--- src/hw/rtl/kps_pkg.sv ---
package kps_pkg;

    localparam int MAX_LINES  = 16;
    localparam int MAX_PEOPLE = 8;
    localparam int MAX_JOINTS = 32;
    localparam int Q_DEPTH    = 2;

    localparam logic [1:0] CFG_ENABLE    = 2'd0;
    localparam logic [1:0] CFG_CONF_THR  = 2'd1;
    localparam logic [1:0] CFG_DIST_THR  = 2'd2;
    localparam logic [1:0] CFG_LINES     = 2'd3;

    localparam logic        RST_ENABLE   = 1'b0;
    localparam logic [7:0]  RST_CONF_THR = 8'd128;
    localparam logic [15:0] RST_DIST_THR = 16'd160;
    localparam logic [4:0]  RST_LINES    = 5'd0;

    typedef enum logic {
        OP_LOAD  = 1'b0,
        OP_POINT = 1'b1
    } t_op;

    typedef enum logic [1:0] {
        S_IDLE,
        S_RUN,
        S_DRAIN
    } t_state;

    typedef enum logic [1:0] {
        SEL_NONE,
        SEL_START,
        SEL_END,
        SEL_PERP
    } t_sel;

    typedef struct packed {
        logic [15:0] sx;
        logic [15:0] sy;
        logic [15:0] ex;
        logic [15:0] ey;
    } t_seg;

    typedef struct packed {
        t_op         op;
        logic [3:0]  slot;
        t_seg        seg;
        logic [2:0]  person;
        logic [4:0]  joint;
        logic [15:0] px;
        logic [15:0] py;
        logic [7:0]  conf;
    } t_req;

    typedef struct packed {
        logic        enable;
        logic [7:0]  conf_thr;
        logic [15:0] dist_thr;
        logic [4:0]  lines;
    } t_cfg;

endpackage

--- src/hw/rtl/kps_front.sv ---
module kps_front #(
    parameter int MAX_LINES = kps_pkg::MAX_LINES
) (
    input  logic          i_clk,
    input  logic          i_rst_n,
    input  logic          i_cfg_we,
    input  logic [1:0]    i_cfg_idx,
    input  logic [15:0]   i_cfg_data,
    input  logic          i_valid,
    output logic          o_ready,
    input  kps_pkg::t_req i_req,
    input  logic          i_q_ready,
    output logic          o_push,
    output kps_pkg::t_req o_req,
    output kps_pkg::t_cfg o_cfg
);

    kps_pkg::t_cfg r_cfg;
    logic          keep;

    always_ff @(posedge i_clk) begin
        if (!i_rst_n) begin
            r_cfg.enable   <= kps_pkg::RST_ENABLE;
            r_cfg.conf_thr <= kps_pkg::RST_CONF_THR;
            r_cfg.dist_thr <= kps_pkg::RST_DIST_THR;
            r_cfg.lines    <= kps_pkg::RST_LINES;
        end else if (i_cfg_we) begin
            unique case (i_cfg_idx)
                kps_pkg::CFG_ENABLE:   r_cfg.enable   <= i_cfg_data[0];
                kps_pkg::CFG_CONF_THR: r_cfg.conf_thr <= i_cfg_data[7:0];
                kps_pkg::CFG_DIST_THR: r_cfg.dist_thr <= i_cfg_data;
                kps_pkg::CFG_LINES:    r_cfg.lines    <= i_cfg_data[4:0];
            endcase
        end
    end

    // drop loads beyond the table and keypoints that cannot hit
    always_comb begin
        if (i_req.op == kps_pkg::OP_LOAD) begin
            keep = 32'(i_req.slot) < 32'(MAX_LINES);
        end else begin
            keep = r_cfg.enable
                && (32'(i_req.person) < 32'(kps_pkg::MAX_PEOPLE))
                && (32'(i_req.joint) < 32'(kps_pkg::MAX_JOINTS))
                && (i_req.conf >= r_cfg.conf_thr);
        end
    end

    assign o_ready = i_q_ready;
    assign o_push  = i_valid && i_q_ready && keep;
    assign o_req   = i_req;
    assign o_cfg   = r_cfg;

endmodule

--- config.mk ---
export PLATFORM = sky130hd
export DESIGN_NAME = kps_front
export DESIGN_NICKNAME = d
export VERILOG_FILES = /design/src/hw/rtl/kps_pkg.sv /design/src/hw/rtl/kps_front.sv
export SDC_FILE = /design/constraint.sdc
export NUM_CORES = 1
export LEC_CHECK = 0
export ABC_AREA = 1
export BUFFER_PORTS_ARGS = -buffer_cell sky130_fd_sc_hd__buf_2
export CAP_MARGIN = 40
export CORE_AREA = 2 2 111 113
export CTS_CLUSTER_SIZE = 24
export DETAILED_ROUTE_END_ITERATION = 10
export DIE_AREA = 0 0 113 115
export MAX_ROUTING_LAYER = met4
export PLACE_DENSITY = 0.55
export RECOVER_POWER = 50
export SYNTH_ARGS = -nofsm -noshare
export SYNTH_HDL_FRONTEND = slang
export SYNTH_SLANG_ARGS = --single-unit
--- constraint.sdc ---
create_clock -name i_clk -period 3.5 [get_ports i_clk]
set_clock_uncertainty 0.2 [all_clocks]
set_input_delay 0.35 -clock i_clk [delete_from_list [all_inputs] [get_ports i_clk]]
set_output_delay 0.35 -clock i_clk [all_outputs]
set_load 0.05 [all_outputs]
==> flow_metrics.py <==
metrics = {
    "placement": {
        "dpl_worst_slack_ns": 1.213,
        "placed_cell_area_sq_um": 1810,
        "io_buffers": 72,
        "dp_hpwl_um": 5066,
        "gp_congestion": 0.6505,
    },
    "sta": {
        "setup_viol": 0,
        "tightestPinTransition_ns": 0.5215,
        "fin_ws_ns": 1.041,
        "fmax_mhz": 406.6,
        "final-hold-violation-count": 0,
        "rsz0062_at_grt": "no",
        "period_minus_slack_ns": 2.459,
        "slew_headroom": 0.6524,
        "tns_ns": 0,
        "period_share": 0.7027,
        "drv_slew": 0,
    },
    "worst_setup_path": {
        "crit_top_cell": "nand2_1",
        "critical_path_arrival_ns": 1.91,
        "cp_top_family": "simple AND/OR/NAND/NOR gates",
        "critPathKind": "register to primary output",
        "crit_cells": 9,
        "r2r_slack_ns": 2.56,
        "worstSetupStartpointType": "register",
        "crit_fanout": 2,
        "max_stage_delay_ns": 0.32,
        "cpMaxStageDelayCell": "dfxtp_1",
        "crit_path_end_kind": "primary output",
        "worstRegToRegCells": 2,
        "crit_buf_inv": 2,
        "worstPathCellList": "inv_1, ha_1, nand2_1, nor2_1, nand4_1, nand3_1, nand2_1, a21oi_1, buf_2",
        "cp.required_ns": 2.95,
        "r2r-end": "o_cfg[29]",
        "r2r-start": "o_cfg[29]",
    },
    "floorplan": {
        "start_util": 0.1852,
        "core_area_sq_um": 11810,
        "die_w_um": 113,
        "ios": 289,
        "die_h_um": 115,
        "num_rows": 40,
        "die-area_sq_um": 13000,
    },
    "pwr": {
        "seq_power_share": 0.367,
        "power_density_nw_per_um2": 512.2,
        "switching_share": 0.3116,
        "irDropWorstVdd_mv": 0.1389,
        "p_leak_nw": 0.9505,
        "p_total_mw": 1.005,
        "clkPwrFrac": 0.434,
        "combinationalPowerShare": 0.199,
        "power.switching_mw": 0.3131,
        "internal_power_mw": 0.6918,
    },
    "finish": {
        "final_nets": 387,
        "final_core_util": 0.1661,
        "antenna_cells": 0,
        "largest_register_ffs": 30,
        "final_cell_mix": "buf_2 (72), nor2_1 (34), dfxtp_1 (30), o21ai_0 (23), inv_1 (17)",
        "final_common_cell": "buf_2",
        "drive_above_1_share": 0.3708,
        "finalInstanceArea_sq_um": 1962,
        "multi_input_area_sq_um": 590.6,
        "syn_to_final_growth_pct": -10.30,
        "seqCellArea_sq_um": 600.6,
        "filler_cell_count": 1352,
    },
    "global_route": {
        "antenna_found_initial": 0,
        "grt_pass1_vias": 1507,
        "grt-ovfl-total": 0,
        "grt_max_degree": 31,
        "use_met2": 0.1593,
        "grt_use_met3": 0.04323,
        "top_usage_layer": "met2",
        "grt_usage": 0.09281,
        "grt_first_pass_wirelength_um": 8659,
        "grtUsageMet1": 0.08283,
    },
    "cts": {
        "clk_pin_slew_ns": 0.05,
        "cts-buffers-inserted": 5,
        "cts_resized": 0,
        "cts_max_path_buffers": 2,
        "cts_hold_buf": 0,
        "post_cts_buffers": 0,
        "cts_tree": "yes",
        "clkSinkCount": 30,
        "insertion_delay_ns": 0.27,
        "cts_root_buf": "clkbuf_16",
        "htree_levels": 2,
    },
    "outcome": {
        "status": "finished with violations",
        "violations": "design-rule violations",
    },
    "routing": {
        "drc": 20,
        "wl_um": 6118,
        "ant_nets": 0,
        "dr.first_iter.drc_count": 66,
        "dr.pass1.iters": 7,
        "viasPerCell": 3.780,
        "wl_per_cell_um": 15.81,
        "num_vias": 1463,
    },
    "synth": {
        "synth_cell_types": 23,
        "synth.cell_area_sq_um": 2187,
        "synth_warnings": 0,
        "synth.ff_latch_count": 30,
        "syn_area_per_cell_sq_um": 7.701,
        "ys_seq_area_frac": 0.2746,
        "syn_inst": 284,
        "synthesis.nets": 432,
    },
    "worst_hold_path": {
        "min_from": "i_cfg_data[12]",
        "min_path_cells": 3,
        "min_to": "o_cfg[17]",
        "min_path_type": "input pin to register",
    },
    "job": {
        "cap_violations": 0,
    },
}
synth_stat cells:
cell type	count	area share
buf_2	1	0.0023
clkbuf_1	3	0.0051
nand2_1	16	0.027
nor3_4	1	0.0074
buf_4	119	0.41
buf_6	1	0.0051
a21o_1	1	0.0034
o21ai_1	1	0.0023
nand4_1	1	0.0029
dfxtp_1	30	0.27
o21ai_2	2	0.0080
ha_1	8	0.046
a21oi_1	13	0.030
a21oi_2	2	0.0080
nor2_1	34	0.058
o21ai_0	23	0.053
nand3_1	4	0.0092
nor2_4	1	0.0051
o211ai_1	1	0.0034
inv_2	3	0.0051
nor4_1	1	0.0029
nor3b_1	1	0.0034
inv_1	17	0.029
cells by family after synthesis:
kind of cell / after synthesis / synth area share
AND/OR/NAND/NOR: 59 / 0.1167
flip-flops: 30 / 0.2746
AO/OA/AOI/OAI: 43 / 0.1076
buffers and inverters: 144 / 0.4554
adder cells (fa/ha/maj): 8 / 0.04577
worst reg2reg max path, stage by stage (launching register included):
cell and delay [ns]:
dfxtp_1 0.42, a21oi_1 0.07, nor3b_1 0.18
power by group through the flow:
stage                     combinational, mW  sequential, mW  clock [mW]
after floorplan                       0.418           0.437           0
after global placement                0.201           0.375           0
after global routing                  0.218           0.371       0.464
after detailed placement              0.203           0.376           0
after CTS                             0.204           0.369       0.453
final                                 0.200           0.369       0.436
worst max path at each step:
stage / start / end / slack, ns
after floorplan: o_cfg[28] / o_push / 0.75
after CTS: o_cfg[28] / o_push / 1.00
after detailed placement: i_req[7] / o_push / 1.21
after global placement: i_req[7] / o_push / 1.24
after global routing: o_cfg[28] / o_push / 0.86
final: o_cfg[28] / o_push / 1.04
cell type report:
type                            instances  area share
Sequential cell                        30      0.3061
Timing Repair Buffer                   72      0.1837
Clock buffer                            6     0.07079
Clock inverter                          2    0.006378
Inverter                               20     0.03827
Multi-Input combinational cell        110      0.3010
Tap cell                              147     0.09375
layer usage:
| metal | vias up | part of all wire |
|---|---|---|
| met1 | 643 | 0.33 |
| met2 | 110 | 0.51 |
| met5 | - | 0 |
| met3 | 28 | 0.12 |
| li1 | 682 | - |
| met4 | 0 | 0.040 |
per-stage QoR:
step,hold slack (ns),std cells
after global routing,0.1055,387
after CTS,0.09332,387
after global placement,0.2355,379
final,0.09820,387
after floorplan,0.2764,284
after detailed placement,0.2392,379
Power figures use the tool's default switching activity.
