<file path="src/hw/rtl/kps_pkg.sv">
package kps_pkg;

    localparam int MAX_LINES  = 16;
    localparam int MAX_PEOPLE = 8;
    localparam int MAX_JOINTS = 32;
    localparam int Q_DEPTH    = 2;

    localparam logic [1:0] CFG_ENABLE    = 2'd0;
    localparam logic [1:0] CFG_CONF_THR  = 2'd1;
    localparam logic [1:0] CFG_DIST_THR  = 2'd2;
    localparam logic [1:0] CFG_LINES     = 2'd3;

    localparam logic        RST_ENABLE   = 1'b0;
    localparam logic [7:0]  RST_CONF_THR = 8'd128;
    localparam logic [15:0] RST_DIST_THR = 16'd160;
    localparam logic [4:0]  RST_LINES    = 5'd0;

    typedef enum logic {
        OP_LOAD  = 1'b0,
        OP_POINT = 1'b1
    } t_op;

    typedef enum logic [1:0] {
        S_IDLE,
        S_RUN,
        S_DRAIN
    } t_state;

    typedef enum logic [1:0] {
        SEL_NONE,
        SEL_START,
        SEL_END,
        SEL_PERP
    } t_sel;

    typedef struct packed {
        logic [15:0] sx;
        logic [15:0] sy;
        logic [15:0] ex;
        logic [15:0] ey;
    } t_seg;

    typedef struct packed {
        t_op         op;
        logic [3:0]  slot;
        t_seg        seg;
        logic [2:0]  person;
        logic [4:0]  joint;
        logic [15:0] px;
        logic [15:0] py;
        logic [7:0]  conf;
    } t_req;

    typedef struct packed {
        logic        enable;
        logic [7:0]  conf_thr;
        logic [15:0] dist_thr;
        logic [4:0]  lines;
    } t_cfg;

endpackage

</file>
<file path="src/hw/rtl/kps_queue.sv">
module kps_queue (
    input  logic          i_clk,
    input  logic          i_rst_n,
    input  logic          i_push,
    input  kps_pkg::t_req i_req,
    output logic          o_ready,
    input  logic          i_pop,
    output logic          o_valid,
    output kps_pkg::t_req o_req
);

    localparam int PW = (kps_pkg::Q_DEPTH > 1) ? $clog2(kps_pkg::Q_DEPTH) : 1;
    localparam int CW = $clog2(kps_pkg::Q_DEPTH + 1);

    kps_pkg::t_req r_mem [kps_pkg::Q_DEPTH];
    logic [PW-1:0] r_wp;
    logic [PW-1:0] r_rp;
    logic [CW-1:0] r_cnt;
    logic          do_pop;

    assign o_ready = r_cnt < CW'(kps_pkg::Q_DEPTH);
    assign o_valid = r_cnt != '0;
    assign o_req   = r_mem[r_rp];
    assign do_pop  = i_pop && o_valid;

    always_ff @(posedge i_clk) begin
        if (!i_rst_n) begin
            r_wp  <= '0;
            r_rp  <= '0;
            r_cnt <= '0;
        end else begin
            if (i_push) begin
                r_wp <= (r_wp == PW'(kps_pkg::Q_DEPTH - 1)) ? '0 : r_wp + 1'b1;
            end
            if (do_pop) begin
                r_rp <= (r_rp == PW'(kps_pkg::Q_DEPTH - 1)) ? '0 : r_rp + 1'b1;
            end
            if (i_push && !do_pop) begin
                r_cnt <= r_cnt + 1'b1;
            end else if (!i_push && do_pop) begin
                r_cnt <= r_cnt - 1'b1;
            end
        end
    end

    always_ff @(posedge i_clk) begin
        if (i_push) begin
            r_mem[r_wp] <= i_req;
        end
    end

endmodule

</file>
<file path="config.mk">
export PLATFORM = sky130hd
export DESIGN_NAME = kps_queue
export DESIGN_NICKNAME = d
export VERILOG_FILES = /design/src/hw/rtl/kps_pkg.sv /design/src/hw/rtl/kps_queue.sv
export SDC_FILE = /design/constraint.sdc
export NUM_CORES = 1
export LEC_CHECK = 0
export BUFFER_PORTS_ARGS = -buffer_cell sky130_fd_sc_hd__buf_2
export CAP_MARGIN = 20
export CORE_MARGIN = 4
export CORE_UTILIZATION = 55
export CTS_CLUSTER_DIAMETER = 40
export CTS_CLUSTER_SIZE = 14
export DETAILED_ROUTE_END_ITERATION = 16
export GPL_ROUTABILITY_DRIVEN = 0
export MAX_ROUTING_LAYER = met4
export PLACE_DENSITY_LB_ADDON = 0.3
export SLEW_MARGIN = 20
export SYNTH_ARGS = -nofsm -noshare
export SYNTH_HDL_FRONTEND = slang
export SYNTH_SLANG_ARGS = --single-unit
</file>
<file path="constraint.sdc">
create_clock -name i_clk -period 16.1 [get_ports i_clk]
set_input_delay 0.805 -clock i_clk [delete_from_list [all_inputs] [get_ports i_clk]]
set_output_delay 0.805 -clock i_clk [all_outputs]
set_load 0.05 [all_outputs]
</file>
==> impl_metrics.ini, run 1 <==
[cts]
cts_resized = 0
cts_buffers = 28
cts.sinks = 239
tritoncts = built
cts_max_path_buffers = 3
insertion_delay_ns = 0.52
cts.clk_slew.worst_paths_ns = 0.06
cts_setup_buffers = 0
cts-root-buf = clkbuf_16
cts_hold_buf = 0
htreeDepth = 1

[finish]
areaGrowthSynthToFinish_pct = 27.1
fin_util_pct = 72.3
final_nets = 768
drive_gt1_share_pct = 61.9

[hold_path]
hp-start = i_req[21]
whs_path_depth = 1
hp-class = input port to flop

[global_routing]
antenna_found_initial = 1
grt_pass1_vias = 4777
track_usage_pct = 17.9
grt_max_degree = 83
overflow = 0
grt_pass1_wl_mm = 24.7

[timing]
finalHoldViolations = 0
fin_tns_setup_ns = 0
fin_skew_ns = 0.0109
worst_pin_slew_ns = 0.927
min_period_over_period_pct = 21.6
period_needed_ns = 3.48
maxSlewHeadroom_pct = 38.2
max_freq_mhz = 288
whs_ns = 0.465
setup_viol = 0
slew_viol_final = 0
rsz0062_at_grt = false

[synthesis]
synth-seq-area-share_pct = 81.3
async_reset_ff_share_pct = 0
synth_seq_cells = 239
synth.most_common_cell = edfxtp_1
synth_area_um2 = 8770
synthCells = 386
avgSynthCellArea_um2 = 22.7
ys_top_cells_by_count = edfxtp_1, mux2_2, mux2_4, buf_2
synth-edff-count = 234
synth_nets = 508
yosys.area.top_type_share_pct = 80.1
ys_warn_count = 0
yosys.area.top_type = edfxtp_1
yosys_most_used_dff = edfxtp_1
synthTopCellsByArea = edfxtp_1, mux2_2, mux2_4
synth_cell_type_count = 18

[detailed_routing]
vias = 4452
first_pass_iters = 4
wl_per_cell_um = 18.5
wirelength_mm = 16.3
postRouteAntennaNets = 0
drtIter0Drc = 222
drt_drc_violations_left = 0
vias_per_cell = 5.06

[pwr]
p_leak_uw = 0.00426
power.total_uw = 1980
pwr_density_cell_nw_per_um2 = 178
ir_worst_vdd_uv = 159

[floorplan]
die_x_um = 134
io_pins = 240
row_count = 45
core_um2 = 15400
start_util_pct = 56.9
dieArea_um2 = 18000
chipHeight_um = 134

[worst_setup_path]
required_ns = 15.29
critPathCaptureType = primary output
reg2reg_to = r_mem[0][70]
crit_arrival_ns = 2.67
rr_startpoint = r_wp
r2r_cells = 3
endpoint = o_req[105]
regToRegSetupSlack_ns = 13.83
start_kind = flop
path_class = flop to primary output
cp_max_fo = 82

[outcome]
status = completed

[job]
cap_viol_max_count = 0

[placed_design]
numPortBuffers = 239
hpwl_mm = 10.7
==> cells by family (layout without fill, tap and decap cells) <==
| family | after synthesis | in the layout | synth area share [%] |
|---|---|---|---|
| DFF | 239 | 239 | 81.3 |
| xor gates and xnor gates | 3 | 3 | 0.300 |
| other | 0 | 1 | 0 |
| muxes | 117 | 117 | 16.3 |
| adders and majority gates | 1 | 1 | 0.143 |
| and+or+nand+nor | 8 | 8 | 0.571 |
| AOI/OAI and AO/OA | 4 | 4 | 0.285 |
| buffers and inverters | 14 | 295 | 1.14 |
==> cell usage in the layout, fill, tap and decap left out, types with 2 or more instances in the layout <==
cell type / count
buf_2: 239
edfxtp_1: 234
mux2_2: 87
mux2_4: 30
clkbuf_16: 28
inv_6: 7
clkinv_2: 4
bufinv_16: 4
dfxtp_1: 4
and2_1: 3
clkinv_4: 3
buf_4: 3
xnor2_1: 2
clkinvlp_4: 2
==> worst max-delay path, cell delays in order, from the launching register on <==
cell     delay, ns
dfxtp_4       0.71
buf_6         0.62
mux2_2        0.43
buf_2         0.21
==> worst min-delay path by stage <==
stage | slack, ns | endpoint
finish | 0.47 | r_mem[0][21]
global route | 0.44 | r_mem[1][24]
CTS | 0.45 | r_mem[1][21]
detailed placement | 0.53 | r_cnt[1]
global placement | 0.50 | r_cnt[1]
floorplan | 0.48 | r_cnt[1]
==> metal layers <==
layer	part of all wire, %	vias to the layer above	wire length, um	GRT usage [%]
met5	0	-	0	-
met4	1.7	0	274	4.41
met3	10	26	1690	6.45
met2	49	204	7970	29.5
met1	39	2147	6320	21.4
li1	-	2075	-	-
==> report_power, final <==
group          internal [uW]  switching [uW]
registers                724            26.9
logic                    183             412
clock network            389             246
total                   1300             685
==> registers in the layout, summed over array words and instances (netlist names), named ones only <==
| name | flops |
|---|---|
| r_mem | 234 |
| r_wp | 1 |
| r_rp | 1 |
| r_cnt | 2 |
==> area by class of cell <==
cell class,instances,area (um^2)
sequential,239,7130
fill,990,4280
multi-input combinational,133,1550
timing repair buffer,243,1230
clock buffer,29,704
tap,211,264
clock inverter,22,263
inverter,1,3.75
antenna,1,2.50
==> per-stage QoR <==
stage                     setup slack, ns  std cells  area [um^2]
final                               12.62        879        11200
after global routing                12.52        879        11200
after CTS                           12.33        878        11100
after detailed placement            12.91        827        10200
after global placement              12.94        827        10200
after floorplan                      9.58        386         8770
(Power assumes the default switching activity.)
==> inputs of run 2 (changes only) <==
CORE_UTILIZATION = 52   (was 55)
clock period = 3.3 ns   (was 16.1 ns; I/O delays follow)
==> run 2 against run 1 <==
Compared with the run above: first-iteration DRC count up 11%; non-clock buffer count up 120; die area up 5.4%; global-route usage up 2.5 points; clock power rose to 5.4 times the previous value; largest power group unchanged.
==> impl_metrics.ini, run 2 (synthesized netlist as in run 1, its figures left out) <==
[outcome]
status = completed

[floorplan]
chipHeight_um = 138
row_count = 47
dieArea_um2 = 19000
start_util_pct = 52.9
core_um2 = 16600
io_pins = 240
die_x_um = 138

[global_routing]
grt_max_degree = 96
grt_pass1_wl_mm = 29.0
grt_pass1_vias = 5506
antenna_found_initial = 1
track_usage_pct = 20.5
overflow = 0

[timing]
rsz0062_at_grt = false
min_period_over_period_pct = 69.1
period_needed_ns = 2.28
fin_skew_ns = 0.0108
fin_tns_setup_ns = 0
max_freq_mhz = 438
setup_viol = 0
finalHoldViolations = 0
whs_ns = 0.0336
maxSlewHeadroom_pct = 53.2
slew_viol_final = 0
worst_pin_slew_ns = 0.701

[cts]
cts_buffers = 29
cts_max_path_buffers = 3
cts_resized = 0
tritoncts = built
htreeDepth = 1
cts-root-buf = clkbuf_16
insertion_delay_ns = 0.52
cts.clk_slew.worst_paths_ns = 0.06
cts_setup_buffers = 0
cts.sinks = 239

[worst_setup_path]
required_ns = 3.13
critPathCaptureType = primary output
start_kind = flop
rr_startpoint = r_wp
cp_max_fo = 53
crit_arrival_ns = 2.12
path_class = flop to primary output

[finish]
final_nets = 889
final_cell_mix = buf_2, edfxtp_1, dlygate4sd3_1
drive_gt1_share_pct = 53.0
fillers = 977
areaGrowthSynthToFinish_pct = 42.5
largest_register_ffs = 234
reg.largest.list = r_mem (234), r_cnt (2)
max_flop_register = r_mem
final_common_cell = buf_2

[detailed_routing]
first_pass_iters = 4
drt_drc_violations_left = 0
postRouteAntennaNets = 0
vias_per_cell = 4.98
drtIter0Drc = 247
vias = 5038
wirelength_mm = 19.3
wl_per_cell_um = 19.1

[hold_path]
hp-class = input port to flop
hp-start = i_push

[placed_design]
hpwl_mm = 11.1
numPortBuffers = 239

[job]
cap_viol_max_count = 0

[pwr]
pwr_density_cell_nw_per_um2 = 814
ir_worst_vdd_uv = 993
p_leak_uw = 0.00481
## run 2: area by class of cell
cell class / count / area [um^2] / share of cell area [%]
clock inverter: 24 / 342 / 2.73
antenna: 2 / 5.00 / 0.0401
clock buffer: 29 / 726 / 5.81
sequential: 239 / 7130 / 57.1
tap: 220 / 275 / 2.20
timing repair buffer: 363 / 2460 / 19.7
inverter: 1 / 3.75 / 0.0300
multi-input combinational: 133 / 1550 / 12.4
## run 2: what timing repair did
item                                    4_1_cts  5_1_grt
hold endpoints to repair                    239        0
endpoints found under the setup margin        0        0
hold buffers                                118        0
## run 2: final timing paths
kind | to | slack [ns] | cells past startpoint
worst max-delay path | o_req[102] | 1.02 | 3
worst min-delay path | r_wp | 0.03 | 3
worst max register to register | r_mem[1][49] | 1.51 | 2
worst min register to register | r_cnt[1] | 0.55 | 2
## run 2: through the flow
| stage | area, um^2 | total power (uW) | setup slack [ns] | util [%] | instances |
|---|---|---|---|---|---|
| floorplan | 8780 | 6100 | 0.805 | - | 386 |
| global route | 12500 | 10500 | 0.944 | 75.3 | 1010 |
| finish | 12500 | 10200 | 1.02 | 75.4 | 1011 |
| CTS | 12500 | 10200 | 0.988 | 75.3 | 1009 |
| detailed placement | 10200 | 6670 | 1.52 | 61.8 | 838 |
| global placement | 10200 | 6630 | 1.55 | 61.8 | 838 |
## run 2: report_power, final
group          switching, uW  internal [uW]
logic                   2140            999
registers               61.5           3530
clock network           1260           2180
total                   3460           6710
## run 2: metal layers
layer / share of wire, % / global-route usage (%) / vias to the layer above
met5: 0 / - / -
met4: 2.8 / 6.81 / 0
met3: 7.8 / 4.43 / 50
met2: 52 / 35.8 / 224
met1: 37 / 23.7 / 2454
li1: - / - / 2310
## run 2: worst max-delay path: stages (launching register included)
cell and delay (ns):
dfxtp_4 0.35, buf_4 0.55, mux2_2 0.44, buf_2 0.22
==> inputs of run 3 (changes only) <==
clock period = 2.35 ns   (was 3.3 ns; I/O delays follow)
==> run 3 against run 2 <==
Compared with the run above: design area increased by 0.24%; highest routed layer unchanged; non-clock buffer count increased by 3; hold slack improved by 0.036 ns; global-route usage decreased by 0.77 points; register-to-register slack got worse by 0.71 ns; final cell count increased by 0.40%; via count about the same; flip-flop and latch count unchanged.
==> impl_metrics.ini, run 3 (synthesized netlist as in run 1, its figures left out) <==
[hold_path]
hp-class = input port to flop

[floorplan]
chipHeight_um = 138
row_count = 47
start_util_pct = 52.9
core_um2 = 16600
io_pins = 240
die_x_um = 138
dieArea_um2 = 19000

[worst_setup_path]
r2r_cells = 2
cp_slowest_cell = dfxtp_4
cp_max_fo = 22
rr_startpoint = r_wp
critPathCaptureType = primary output
required_ns = 2.23
crit_arrival_ns = 1.99
start_kind = flop
path_class = flop to primary output
reg2reg_to = r_mem[1][29]
crit_chain = buf_4 > mux2_2 > buf_2
endpoint = o_req[12]
cpPeakStageDelay_ns = 0.54
regToRegSetupSlack_ns = 0.80

[detailed_routing]
vias = 5036
wirelength_mm = 18.7
drtIter0Drc = 186
postRouteAntennaNets = 0
wl_per_cell_um = 18.4
first_pass_iters = 4
drt_drc_violations_left = 0
vias_per_cell = 4.96

[finish]
largest_register_ffs = 234
diodes = 0
drive_gt1_share_pct = 52.8
final_cell_mix = buf_2, edfxtp_1, dlygate4sd3_1
final_common_cell = buf_2
max_flop_register = r_mem
fillers = 943
reg.largest.list = r_mem (234), r_cnt (2)
areaGrowthSynthToFinish_pct = 42.8
fin_util_pct = 75.5
final_nets = 893
instances_no_fill = 1015

[cts]
tritoncts = built
cts_max_path_buffers = 3
insertion_delay_ns = 0.53
cts_resized = 0
cts_buffers = 30
cts.clk_slew.worst_paths_ns = 0.05
cts.sinks = 239
htreeDepth = 1
cts-root-buf = clkbuf_16

[global_routing]
overflow = 0
grt_pass1_wl_mm = 28.0
track_usage_pct = 19.7
grt_pass1_vias = 5571
grt_busiest_layer = met2
grt_max_degree = 90
use_met3_pct = 4.46
use_met2_pct = 33.6
antenna_found_initial = 0
met1_usage_pct = 23.3

[timing]
maxSlewHeadroom_pct = 63.9
fin_skew_ns = 0.0101
max_freq_mhz = 474
rsz0062_at_grt = false
worst_pin_slew_ns = 0.542
fin_tns_setup_ns = 0
min_period_over_period_pct = 89.9
slew_viol_final = 0
finalWorstSetupSlack_ns = 0.238
setup_viol = 0
finalHoldViolations = 0
period_needed_ns = 2.11

[pwr]
power.total_uw = 14100
pwr_density_cell_nw_per_um2 = 1130
p_leak_uw = 0.00483
ir_worst_vdd_uv = 926

[job]
cap_viol_max_count = 0

[outcome]
status = completed

[placed_design]
hpwl_mm = 11.1
numPortBuffers = 239
dpl_worst_slack_ns = 0.768
dp.cells = 840
run 3: per-stage QoR:
step / hold slack, ns / area [um^2]
after floorplan: 0.216 / 8780
after global placement: 0.305 / 10300
after detailed placement: 0.308 / 10300
after CTS: 0.0554 / 12500
after global routing: 0.106 / 12500
final: 0.0693 / 12500
run 3: cell type report:
type / instances / area [um^2] / area share [%]
Clock inverter: 20 / 226 / 1.81
Tap cell: 220 / 275 / 2.20
Sequential cell: 239 / 7130 / 56.9
Multi-Input combinational cell: 133 / 1550 / 12.4
Timing Repair Buffer: 366 / 2510 / 20.0
Inverter: 1 / 3.75 / 0.0300
Clock buffer: 36 / 825 / 6.58
run 3: how the worst min path moves through the flow:
stage                         start  slack, ns            to  cells past startpoint
final                         i_pop       0.07          flop                      4
after global routing          i_pop       0.11          flop                      4
after CTS                     i_pop       0.06          flop                      4
after detailed placement  i_req[12]       0.31  r_mem[1][12]                      1
after global placement    i_req[54]       0.30  r_mem[0][54]                      1
after floorplan            i_req[0]       0.22   r_mem[0][0]                      0
run 3: power breakdown:
group / internal (uW) / total (uW) / leakage [uW] / switching, uW
clock: 2950 / 4650 / 0.000510 / 1700
sequential: 4960 / 5100 / 0.00224 / 145
combinational: 1440 / 4380 / 0.00208 / 2940
total: 9350 / 14100 / 0.00483 / 4780
run 3: timing repair:
action	in CTS	in global routing
endpoints found under the setup margin	0	0
setup buffers	0	0
hold buffers	119	0
hold endpoints to repair	239	0
run 3: metal layers:
layer,up-vias,routed length (um)
li1,2316,-
met1,2445,7220
met2,227,9500
met3,48,1440
met4,0,503
met5,-,0
run 3: worst max-delay path: cells and delay by family, from the launching register on:
kind     cells  cell delay [ns]
buf+inv      2             0.54
flops        1             0.54
mux          1             0.38
